[src/rtl/lar_pkg.sv]
// Shared constants, types and helpers of the anti-aliased line rasteriser.
package lar_pkg;

   localparam int LAR_SCREEN_WIDTH  = 256;
   localparam int LAR_SCREEN_HEIGHT = 128;
   localparam int LAR_DIV_STEPS     = 17;
   localparam int LAR_CNT_W         = $clog2(LAR_DIV_STEPS);

   typedef enum logic {
      OP_LOAD = 1'b0,
      OP_STEP = 1'b1
   } lar_op_type;

   typedef enum logic [3:0] {
      CMD_NONE,
      CMD_CAPTURE,
      CMD_PREP,
      CMD_ORDER,
      CMD_SETUP,
      CMD_DIV,
      CMD_SLOPE,
      CMD_MUL,
      CMD_ENDS,
      CMD_WGT,
      CMD_COMMIT,
      CMD_EMIT0,
      CMD_EMIT1
   } lar_cmd_type;

   typedef struct packed {
      logic line_active;
      logic div_last;
   } lar_status_type;

   // floor(b * 15 / 256) for b in 0..256
   function automatic logic [3:0] lum_of(input logic [8:0] b);
      logic [12:0] p;
      p = {b, 4'b0} - {4'b0, b};
      return p[11:8];
   endfunction

endpackage

[src/rtl/lar_ctrl.sv]
// Sequencer of the rasteriser: line set-up steps and the two-pixel column emission.
module lar_ctrl (
   input  logic                 clock,
   input  logic                 reset,
   input  logic                 req_valid,
   output logic                 req_ready,
   input  logic                 req_op,
   output logic                 rsp_valid,
   input  logic                 rsp_ready,
   input  lar_pkg::lar_status_type status,
   output lar_pkg::lar_cmd_type cmd
);

   typedef enum logic [3:0] {
      ST_IDLE,
      ST_PREP,
      ST_ORDER,
      ST_SETUP,
      ST_DIV,
      ST_SLOPE,
      ST_MUL,
      ST_ENDS,
      ST_WGT,
      ST_COMMIT,
      ST_EMIT0,
      ST_EMIT1
   } state_type;

   state_type state_ff, state_in;
   logic      rsp_valid_ff, rsp_valid_in;
   logic      can_load;

   assign can_load  = !rsp_valid_ff || rsp_ready;
   assign req_ready = (state_ff == ST_IDLE);
   assign rsp_valid = rsp_valid_ff;

   always_comb begin
      state_in     = state_ff;
      cmd          = lar_pkg::CMD_NONE;
      rsp_valid_in = rsp_valid_ff && !rsp_ready;
      case (state_ff)
         ST_IDLE: begin
            if (req_valid) begin
               if (req_op == lar_pkg::OP_LOAD) begin
                  cmd      = lar_pkg::CMD_CAPTURE;
                  state_in = ST_PREP;
               end else if (status.line_active) begin
                  state_in = ST_EMIT0;
               end
            end
         end
         ST_PREP: begin
            cmd      = lar_pkg::CMD_PREP;
            state_in = ST_ORDER;
         end
         ST_ORDER: begin
            cmd      = lar_pkg::CMD_ORDER;
            state_in = ST_SETUP;
         end
         ST_SETUP: begin
            cmd      = lar_pkg::CMD_SETUP;
            state_in = ST_DIV;
         end
         ST_DIV: begin
            cmd = lar_pkg::CMD_DIV;
            if (status.div_last) state_in = ST_SLOPE;
         end
         ST_SLOPE: begin
            cmd      = lar_pkg::CMD_SLOPE;
            state_in = ST_MUL;
         end
         ST_MUL: begin
            cmd      = lar_pkg::CMD_MUL;
            state_in = ST_ENDS;
         end
         ST_ENDS: begin
            cmd      = lar_pkg::CMD_ENDS;
            state_in = ST_WGT;
         end
         ST_WGT: begin
            cmd      = lar_pkg::CMD_WGT;
            state_in = ST_COMMIT;
         end
         ST_COMMIT: begin
            cmd      = lar_pkg::CMD_COMMIT;
            state_in = ST_IDLE;
         end
         ST_EMIT0: begin
            if (can_load) begin
               cmd          = lar_pkg::CMD_EMIT0;
               rsp_valid_in = 1'b1;
               state_in     = ST_EMIT1;
            end
         end
         ST_EMIT1: begin
            if (can_load) begin
               cmd          = lar_pkg::CMD_EMIT1;
               rsp_valid_in = 1'b1;
               state_in     = ST_IDLE;
            end
         end
         default: state_in = ST_IDLE;
      endcase
   end

   always_ff @(posedge clock) begin
      if (reset) begin
         state_ff     <= ST_IDLE;
         rsp_valid_ff <= 1'b0;
      end else begin
         state_ff     <= state_in;
         rsp_valid_ff <= rsp_valid_in;
      end
   end

endmodule

[src/rtl/lar_dp.sv]
// Datapath of the rasteriser: set-up arithmetic, slope divider, column state, pixel register.
module lar_dp #(
   parameter int SCREEN_WIDTH  = lar_pkg::LAR_SCREEN_WIDTH,
   parameter int SCREEN_HEIGHT = lar_pkg::LAR_SCREEN_HEIGHT
) (
   input  logic                  clock,
   input  logic                  reset,
   input  lar_pkg::lar_cmd_type  cmd,
   output lar_pkg::lar_status_type status,
   input  logic signed [15:0]    req_start_x,
   input  logic signed [15:0]    req_start_y,
   input  logic signed [15:0]    req_end_x,
   input  logic signed [15:0]    req_end_y,
   input  logic [7:0]            req_color,
   output logic [7:0]            rsp_pixel_x,
   output logic [6:0]            rsp_pixel_y,
   output logic [3:0]            rsp_lum_index,
   output logic [7:0]            rsp_pixel_color,
   output logic                  rsp_visible,
   output logic                  rsp_line_last
);

   logic signed [15:0] x0_ff, y0_ff, x1_ff, y1_ff;
   logic [7:0]         color_ff;
   logic               steep_ff;
   logic [15:0]        dx_ff;
   logic               dy_neg_ff;
   logic [15:0]        rem_ff;
   logic [16:0]        quo_ff;
   logic [lar_pkg::LAR_CNT_W-1:0] cnt_ff;
   logic signed [11:0] xe1_ff, xe2_ff;
   logic [6:0]         gap1_ff, gap2_ff;
   logic signed [17:0] slope_ff;
   logic signed [18:0] off1_ff, off2_ff;
   logic signed [36:0] prod1_ff, prod2_ff;
   logic signed [27:0] ye1_ff, ye2_ff;
   logic [8:0]         b1lo_ff, b1hi_ff, b2lo_ff, b2hi_ff;
   logic signed [11:0] row1_ff, row2_ff;
   logic [7:0]         w1_ff, w2_ff;
   logic signed [27:0] ycross_ff;
   logic signed [11:0] col_now_ff;
   logic               active_ff;

   logic [7:0]  pix_x_ff;
   logic [6:0]  pix_y_ff;
   logic [3:0]  lum_ff;
   logic [7:0]  pcol_ff;
   logic        vis_ff;
   logic        last_ff;

   // prep / order
   logic signed [16:0] ddx, ddy;
   logic [16:0]        adx, ady;
   logic signed [15:0] sx0, sy0, sx1, sy1;
   // setup
   logic signed [16:0] sdx, sdy, sum0, sum1;
   logic [16:0]        mdy;
   // divider
   logic [16:0]        trial;
   logic               ge;
   // weights
   logic [16:0]        inv1, inv2;
   logic [23:0]        p1lo, p1hi, p2lo, p2hi;
   // commit
   logic [3:0]         l1lo, l1hi, l2lo, l2hi;
   // emission
   logic               is_first, is_final, is_inner, last;
   logic signed [11:0] row;
   logic [3:0]         lo, hi;
   logic [16:0]        inv_c;
   logic signed [12:0] minor, major, px, py;
   logic               vis;
   logic [3:0]         lum_sel;

   assign status.line_active = active_ff;
   assign status.div_last    = (cnt_ff == lar_pkg::LAR_CNT_W'(lar_pkg::LAR_DIV_STEPS - 1));

   always_comb begin
      ddx = 17'(x1_ff) - 17'(x0_ff);
      ddy = 17'(y1_ff) - 17'(y0_ff);
      adx = ddx[16] ? 17'(-ddx) : 17'(ddx);
      ady = ddy[16] ? 17'(-ddy) : 17'(ddy);

      sx0 = steep_ff ? y0_ff : x0_ff;
      sy0 = steep_ff ? x0_ff : y0_ff;
      sx1 = steep_ff ? y1_ff : x1_ff;
      sy1 = steep_ff ? x1_ff : y1_ff;

      sdx  = 17'(x1_ff) - 17'(x0_ff);
      sdy  = 17'(y1_ff) - 17'(y0_ff);
      mdy  = sdy[16] ? 17'(-sdy) : 17'(sdy);
      sum0 = 17'(x0_ff) + 17'sd32;
      sum1 = 17'(x1_ff) + 17'sd32;

      trial = {rem_ff, quo_ff[16]};
      ge    = trial >= {1'b0, dx_ff};

      inv1 = 17'h10000 - {1'b0, ye1_ff[15:0]};
      inv2 = 17'h10000 - {1'b0, ye2_ff[15:0]};
      p1lo = 24'(inv1) * 24'(gap1_ff);
      p1hi = 24'(ye1_ff[15:0]) * 24'(gap1_ff);
      p2lo = 24'(inv2) * 24'(gap2_ff);
      p2hi = 24'(ye2_ff[15:0]) * 24'(gap2_ff);

      l1lo = lar_pkg::lum_of(b1lo_ff);
      l1hi = lar_pkg::lum_of(b1hi_ff);
      l2lo = lar_pkg::lum_of(b2lo_ff);
      l2hi = lar_pkg::lum_of(b2hi_ff);
   end

   // pixels of the current column
   always_comb begin
      is_first = (col_now_ff == xe1_ff);
      is_final = (col_now_ff >= xe2_ff);
      is_inner = !is_first && !is_final;
      inv_c    = 17'h10000 - {1'b0, ycross_ff[15:0]};
      if (is_first) begin
         row  = row1_ff;
         lo   = w1_ff[3:0];
         hi   = w1_ff[7:4];
         last = (col_now_ff == xe2_ff);
      end else if (is_final) begin
         row  = row2_ff;
         lo   = w2_ff[3:0];
         hi   = w2_ff[7:4];
         last = 1'b1;
      end else begin
         row  = ycross_ff[27:16];
         lo   = lar_pkg::lum_of(inv_c[16:8]);
         hi   = lar_pkg::lum_of({1'b0, ycross_ff[15:8]});
         last = 1'b0;
      end
      minor   = (cmd == lar_pkg::CMD_EMIT1) ? 13'(row) + 13'sd1 : 13'(row);
      lum_sel = (cmd == lar_pkg::CMD_EMIT1) ? hi : lo;
      major   = 13'(col_now_ff);
      px      = steep_ff ? minor : major;
      py      = steep_ff ? major : minor;
      vis     = !px[12] && !py[12]
                && ($signed({px[12], px}) < $signed(14'(SCREEN_WIDTH)))
                && ($signed({py[12], py}) < $signed(14'(SCREEN_HEIGHT)));
   end

   always_ff @(posedge clock) begin
      if (reset) begin
         active_ff <= 1'b0;
      end else begin
         case (cmd)
            lar_pkg::CMD_CAPTURE: active_ff <= 1'b0;
            lar_pkg::CMD_COMMIT:  active_ff <= 1'b1;
            lar_pkg::CMD_EMIT1:   if (last) active_ff <= 1'b0;
            default: ;
         endcase
      end
   end

   always_ff @(posedge clock) begin
      case (cmd)
         lar_pkg::CMD_CAPTURE: begin
            x0_ff    <= req_start_x;
            y0_ff    <= req_start_y;
            x1_ff    <= req_end_x;
            y1_ff    <= req_end_y;
            color_ff <= req_color;
         end
         lar_pkg::CMD_PREP: steep_ff <= ady > adx;
         lar_pkg::CMD_ORDER: begin
            // swap axes for steep lines, then order along the major axis
            if (sx0 > sx1) begin
               x0_ff <= sx1;
               y0_ff <= sy1;
               x1_ff <= sx0;
               y1_ff <= sy0;
            end else begin
               x0_ff <= sx0;
               y0_ff <= sy0;
               x1_ff <= sx1;
               y1_ff <= sy1;
            end
         end
         lar_pkg::CMD_SETUP: begin
            dx_ff     <= sdx[15:0];
            dy_neg_ff <= sdy[16];
            rem_ff    <= {1'b0, mdy[15:1]};
            quo_ff    <= {mdy[0], 16'b0};
            cnt_ff    <= '0;
            xe1_ff    <= 12'(sum0 >>> 6);
            xe2_ff    <= 12'(sum1 >>> 6);
            gap1_ff   <= 7'd64 - {1'b0, sum0[5:0]};
            gap2_ff   <= {1'b0, sum1[5:0]};
         end
         lar_pkg::CMD_DIV: begin
            rem_ff <= ge ? 16'(trial - {1'b0, dx_ff}) : trial[15:0];
            quo_ff <= {quo_ff[15:0], ge};
            cnt_ff <= cnt_ff + 1'b1;
         end
         lar_pkg::CMD_SLOPE: begin
            if (dx_ff == '0) slope_ff <= 18'sd65536;
            else if (dy_neg_ff) slope_ff <= -$signed({1'b0, quo_ff});
            else slope_ff <= $signed({1'b0, quo_ff});
            off1_ff <= $signed({xe1_ff, 6'b0}) - 19'(x0_ff);
            off2_ff <= $signed({xe2_ff, 6'b0}) - 19'(x0_ff);
         end
         lar_pkg::CMD_MUL: begin
            prod1_ff <= 37'(slope_ff) * 37'(off1_ff);
            prod2_ff <= 37'(slope_ff) * 37'(off2_ff);
         end
         lar_pkg::CMD_ENDS: begin
            ye1_ff <= $signed({{2{y0_ff[15]}}, y0_ff, 10'b0}) + $signed(prod1_ff[33:6]);
            ye2_ff <= $signed({{2{y0_ff[15]}}, y0_ff, 10'b0}) + $signed(prod2_ff[33:6]);
         end
         lar_pkg::CMD_WGT: begin
            b1lo_ff   <= p1lo[22:14];
            b1hi_ff   <= p1hi[22:14];
            b2lo_ff   <= p2lo[22:14];
            b2hi_ff   <= p2hi[22:14];
            row1_ff   <= ye1_ff[27:16];
            row2_ff   <= ye2_ff[27:16];
            ycross_ff <= ye1_ff + 28'(slope_ff);
         end
         lar_pkg::CMD_COMMIT: begin
            // coinciding endpoint columns take the larger weight per row
            if (xe1_ff == xe2_ff) begin
               w1_ff <= {(l2hi > l1hi) ? l2hi : l1hi, (l2lo > l1lo) ? l2lo : l1lo};
            end else begin
               w1_ff <= {l1hi, l1lo};
            end
            w2_ff      <= {l2hi, l2lo};
            col_now_ff <= xe1_ff;
         end
         lar_pkg::CMD_EMIT1: begin
            if (!last) col_now_ff <= col_now_ff + 12'sd1;
            if (is_inner) ycross_ff <= ycross_ff + 28'(slope_ff);
         end
         default: ;
      endcase
   end

   // result register
   always_ff @(posedge clock) begin
      if (cmd == lar_pkg::CMD_EMIT0 || cmd == lar_pkg::CMD_EMIT1) begin
         pix_x_ff <= vis ? px[7:0] : 8'd0;
         pix_y_ff <= vis ? py[6:0] : 7'd0;
         lum_ff   <= vis ? lum_sel : 4'd0;
         pcol_ff  <= vis ? color_ff : 8'd0;
         vis_ff   <= vis;
         last_ff  <= (cmd == lar_pkg::CMD_EMIT1) && last;
      end
   end

   assign rsp_pixel_x     = pix_x_ff;
   assign rsp_pixel_y     = pix_y_ff;
   assign rsp_lum_index   = lum_ff;
   assign rsp_pixel_color = pcol_ff;
   assign rsp_visible     = vis_ff;
   assign rsp_line_last   = last_ff;

endmodule

[src/rtl/antialiased_line_raster.sv]
// Top level of the anti-aliased line rasteriser: sequencer plus datapath.
// Load: prep, order, set-up, slope divider (one quotient bit per cycle), slope,
// multiply, ends, weights and commit run before the next transfer is taken.
// Step: two results, one per cycle when the result side is ready, or none if no
// line is active; the next request is taken once both results are loaded.
// Synchronous active-high reset idles the sequencer, clears the active line
// and empties the result register.
module antialiased_line_raster #(
   parameter int SCREEN_WIDTH  = lar_pkg::LAR_SCREEN_WIDTH,
   parameter int SCREEN_HEIGHT = lar_pkg::LAR_SCREEN_HEIGHT
) (
   input  logic               clock,
   input  logic               reset,
   input  logic               req_valid,
   output logic               req_ready,
   input  logic               req_op,
   input  logic signed [15:0] req_start_x,
   input  logic signed [15:0] req_start_y,
   input  logic signed [15:0] req_end_x,
   input  logic signed [15:0] req_end_y,
   input  logic [7:0]         req_color,
   output logic               rsp_valid,
   input  logic               rsp_ready,
   output logic [7:0]         rsp_pixel_x,
   output logic [6:0]         rsp_pixel_y,
   output logic [3:0]         rsp_lum_index,
   output logic [7:0]         rsp_pixel_color,
   output logic               rsp_visible,
   output logic               rsp_line_last
);

   lar_pkg::lar_cmd_type    cmd;
   lar_pkg::lar_status_type status;

   lar_ctrl u_ctrl (
      .clock     (clock),
      .reset     (reset),
      .req_valid (req_valid),
      .req_ready (req_ready),
      .req_op    (req_op),
      .rsp_valid (rsp_valid),
      .rsp_ready (rsp_ready),
      .status    (status),
      .cmd       (cmd)
   );

   lar_dp #(
      .SCREEN_WIDTH  (SCREEN_WIDTH),
      .SCREEN_HEIGHT (SCREEN_HEIGHT)
   ) u_dp (
      .clock           (clock),
      .reset           (reset),
      .cmd             (cmd),
      .status          (status),
      .req_start_x     (req_start_x),
      .req_start_y     (req_start_y),
      .req_end_x       (req_end_x),
      .req_end_y       (req_end_y),
      .req_color       (req_color),
      .rsp_pixel_x     (rsp_pixel_x),
      .rsp_pixel_y     (rsp_pixel_y),
      .rsp_lum_index   (rsp_lum_index),
      .rsp_pixel_color (rsp_pixel_color),
      .rsp_visible     (rsp_visible),
      .rsp_line_last   (rsp_line_last)
   );

endmodule

[config.mk]
export PLATFORM = sky130hd
export DESIGN_NAME = antialiased_line_raster
export DESIGN_NICKNAME = d
export VERILOG_FILES = /design/src/rtl/lar_pkg.sv /design/src/rtl/lar_ctrl.sv /design/src/rtl/lar_dp.sv /design/src/rtl/antialiased_line_raster.sv
export SDC_FILE = /design/constraint.sdc
export NUM_CORES = 2
export LEC_CHECK = 0
export CAP_MARGIN = 20
export CORE_AREA = 2 2 472 334
export DETAILED_ROUTE_END_ITERATION = 6
export DIE_AREA = 0 0 474 336
export DONT_BUFFER_PORTS = 1
export GPL_TIMING_DRIVEN = 0
export SYNTH_ARGS = -nofsm -noshare
export SYNTH_HDL_FRONTEND = slang
export SYNTH_SLANG_ARGS = --single-unit
[constraint.sdc]
create_clock -name clock -period 8.6 [get_ports clock]
set_input_delay 2.15 -clock clock [delete_from_list [all_inputs] [get_ports clock]]
set_output_delay 2.15 -clock clock [all_outputs]
set_load 0.005 [all_outputs]
==> flow_metrics.env <==
export IMPL_startpoint_type="register"
export IMPL_rsz0062_at_grt="no"
export IMPL_portBuffers=0
export IMPL_met2_usage_pct=33.3
export IMPL_max_stage_delay_ps=1000
export IMPL_fp_dieW_um=474
export IMPL_hold_viol=0
export IMPL_whs_ps=419
export IMPL_overflow=0
export IMPL_cts_buffer_depth=3
export IMPL_synth_seq_cells=473
export IMPL_grt_pass1_vias=46700
export IMPL_reg2reg_slack_ps=370
export IMPL_dp_hpwl_mm=156
export IMPL_synthTopCellsByArea="fa_1 27%, edfxtp_1 23%, ha_1 10%, inv_1 6.2%, nand2_1 5.0%"
export IMPL_tightest_slew_ps=1210
export IMPL_pin_count=108
export IMPL_routed_via_density=5.45
export IMPL_p_per_area_nw_per_um2=138
export IMPL_drc=0
export IMPL_cts_buffers=50
export IMPL_setup_viol=0
export IMPL_required_ps=8960
export IMPL_drt_iter0_markers=4927
export IMPL_clk_pin_slew_ps=60
export IMPL_grt_pass1_wl_mm=289
export IMPL_initial_core_util_pct=39.8
export IMPL_synthArstFlopShare_pct=0
export IMPL_use_met3_pct=6.93
export IMPL_antenna_left=0
export IMPL_drive_gt1_share_pct=2.98
export IMPL_ir_worst_vdd_mv=0.177
export IMPL_crit_buf_inv=5
export IMPL_row_count=121
export IMPL_critical_path_slowest_cell="o31ai_1"
export IMPL_drt_wl_total_mm=191
export IMPL_numPlacedInstances=8596
export IMPL_grt_antenna_before_repair=15
export IMPL_final_util_pct=42.9
export IMPL_fin_worst_skew_ps=68.7
export IMPL_leakagePower_nw=29.4
export IMPL_synth_most_common_cell="inv_1"
export IMPL_worstSetupPathType="register to register"
export IMPL_instances_no_fill=8703
export IMPL_cp_top_family="adder cells"
export IMPL_yosysWarnings=0
export IMPL_gr_usage_met1_pct=36.2
export IMPL_cts_htree_levels=2
export IMPL_dp_slack_ps=-601
export IMPL_post_route_min_period_ps=8230
export IMPL_cts_tree="built"
export IMPL_max_freq_ghz=0.122
export IMPL_nNetsFinal=7977
export IMPL_hold_path_class="register to register"
export IMPL_setup_ws_ps=373
export IMPL_synth_top_area_cell="fa_1"
export IMPL_area_delta_synth_final_pct=7.79
export IMPL_dieArea_um2=159000
export IMPL_cts_sinks=473
export IMPL_crit_fanout=10
export IMPL_end_kind="register"
export IMPL_synth_edff_count=467
export IMPL_fin_crit_sh_pct=95.7
export IMPL_p_total_w=0.00915
export IMPL_cap_violations=0
export IMPL_vias=47400
export IMPL_wire_per_inst_um=21.9
export IMPL_slew_headroom_pct=18.5
export IMPL_syn_area_um2=61500
export IMPL_synth_cell_types=79
export IMPL_clock_latency_ps=670
export IMPL_crit_arrival_ps=8590
export IMPL_synth_area_per_cell_um2=9.49
export IMPL_grt_max_degree=65
export IMPL_syn_nets=7891
export IMPL_final_max_slew_viol_count=0
export IMPL_ys_seq_area_share_pct=23.0
export IMPL_syn_inst=6482
export IMPL_core_um2=155000
export IMPL_synth_top_area_share_pct=27.2
export IMPL_crit_chain="clkbuf_1 > clkbuf_1 > nand2_1 > fa_1 > inv_1 > fa_1 > ha_1 > fa_1 > inv_1 > fa_1 > fa_1 > inv_1 > ha_1 > nand3_1 > o21bai_1 > a21oi_1 > nor3_1 > o31ai_1 > a31oi_1 > o21ai_0 > or4b_2 > nand3_1"
export IMPL_cpMostUsedCell="fa_1"
export IMPL_die_h_um=336
export IMPL_synth_ff_type="edfxtp_1"
export IMPL_grt_use_total_pct=24.0
export IMPL_dr_pass1_iters=7
export IMPL_busiest_layer="met1"
export IMPL_gp_congestion=0.965
export IMPL_synth_common_cells="1012 x inv_1, 836 x fa_1, 816 x nand2_1, 496 x ha_1, 467 x edfxtp_1"
export IMPL_status="finished clean"
export IMPL_ctsRootBufferMaster="clkbuf_16"
[cells by family (layout without fill, tap and decap cells)]
logic type      Yosys count  count (layout)  synth area share [%]
simple gates           2124            2124                  16.7
fa+ha+maj              1332            1332                  37.3
buf+inv                1281            1406                  7.83
compound gates          827             827                  8.65
flops                   473             473                  23.0
xor+xnor                372             372                  5.30
mux                      73              73                  1.23
other cells               0               5                     0
[cells in the final DEF (no fill, tap or decap), types with 37 or more instances in the layout]
cell type / count
inv_1: 1011
fa_1: 836
nand2_1: 815
ha_1: 495
edfxtp_1: 467
and2_1: 413
nor2_1: 317
xnor2_1: 258
clkbuf_1: 256
a21oi_1: 218
o21ai_0: 182
nand3_1: 143
nor3_1: 122
xor2_1: 114
a21o_1: 73
o21a_1: 53
mux2i_1: 50
clkbuf_16: 50
o31ai_1: 48
nand2b_1: 47
o211ai_1: 46
nor2b_1: 44
nand4_1: 37
[through the flow]
step                cell area [um^2]  TNS [ps]
detailed placement             64500     -3440
CTS                            66200         0
global placement               64100    -57370
global route                   66300         0
floorplan                      61500         0
finish                         66300         0
[layer usage]
layer | up-vias | share of wire (%)
li1 | 21300 | -
met1 | 23600 | 46
met2 | 2133 | 40
met3 | 319 | 11
met4 | 14 | 2.7
met5 | - | 0.048
[timing repair]
item	4_1_cts	5_1_grt
endpoints found under the setup margin	13	9
setup buffers	0	7
gates resized for setup	4	6
hold buffers	0	0
[final timing paths]
check	from	endpoint	cells after the start
worst max-delay path	u_dp.slope_ff[1]	u_dp.prod1_ff[27]	22
worst min-delay path	u_dp.prod2_ff[7]	u_dp.ye2_ff[1]	0
worst max register to register	u_dp.slope_ff[1]	u_dp.prod1_ff[27]	22
worst min register to register	u_dp.prod2_ff[7]	u_dp.ye2_ff[1]	0
[cell type report]
| type | count | area [um^2] |
|---|---|---|
| fillers | 15000 | 88300 |
| multi-input cells | 4728 | 42600 |
| flip-flops and latches | 473 | 14100 |
| inverters | 1013 | 3810 |
| well taps | 2091 | 2620 |
| clock buffers | 56 | 1280 |
| plain buffers | 268 | 1020 |
| clock inverters | 35 | 423 |
| repair buffers | 34 | 372 |
| diodes | 5 | 12.5 |
[flip-flops by register name, indices dropped and copies added (netlist names), 17 cells and up]
| register | cells |
|---|---|
| u_dp.quo_ff | 17 |
| u_dp.prod2_ff | 28 |
| u_dp.slope_ff | 18 |
| u_dp.ye1_ff | 28 |
| u_dp.off2_ff | 18 |
| u_dp.prod1_ff | 28 |
| u_dp.ycross_ff | 28 |
| u_dp.ye2_ff | 28 |
[power by group]
part / internal (W) / switching [W] / leakage [nW]
clock network: 0.00130 / 0.00106 / 0.815
logic: 0.00142 / 0.00235 / 24.4
registers: 0.00280 / 0.000224 / 4.24
total: 0.00552 / 0.00363 / 29.4
Note: power is estimated with default switching activity, not from simulation.
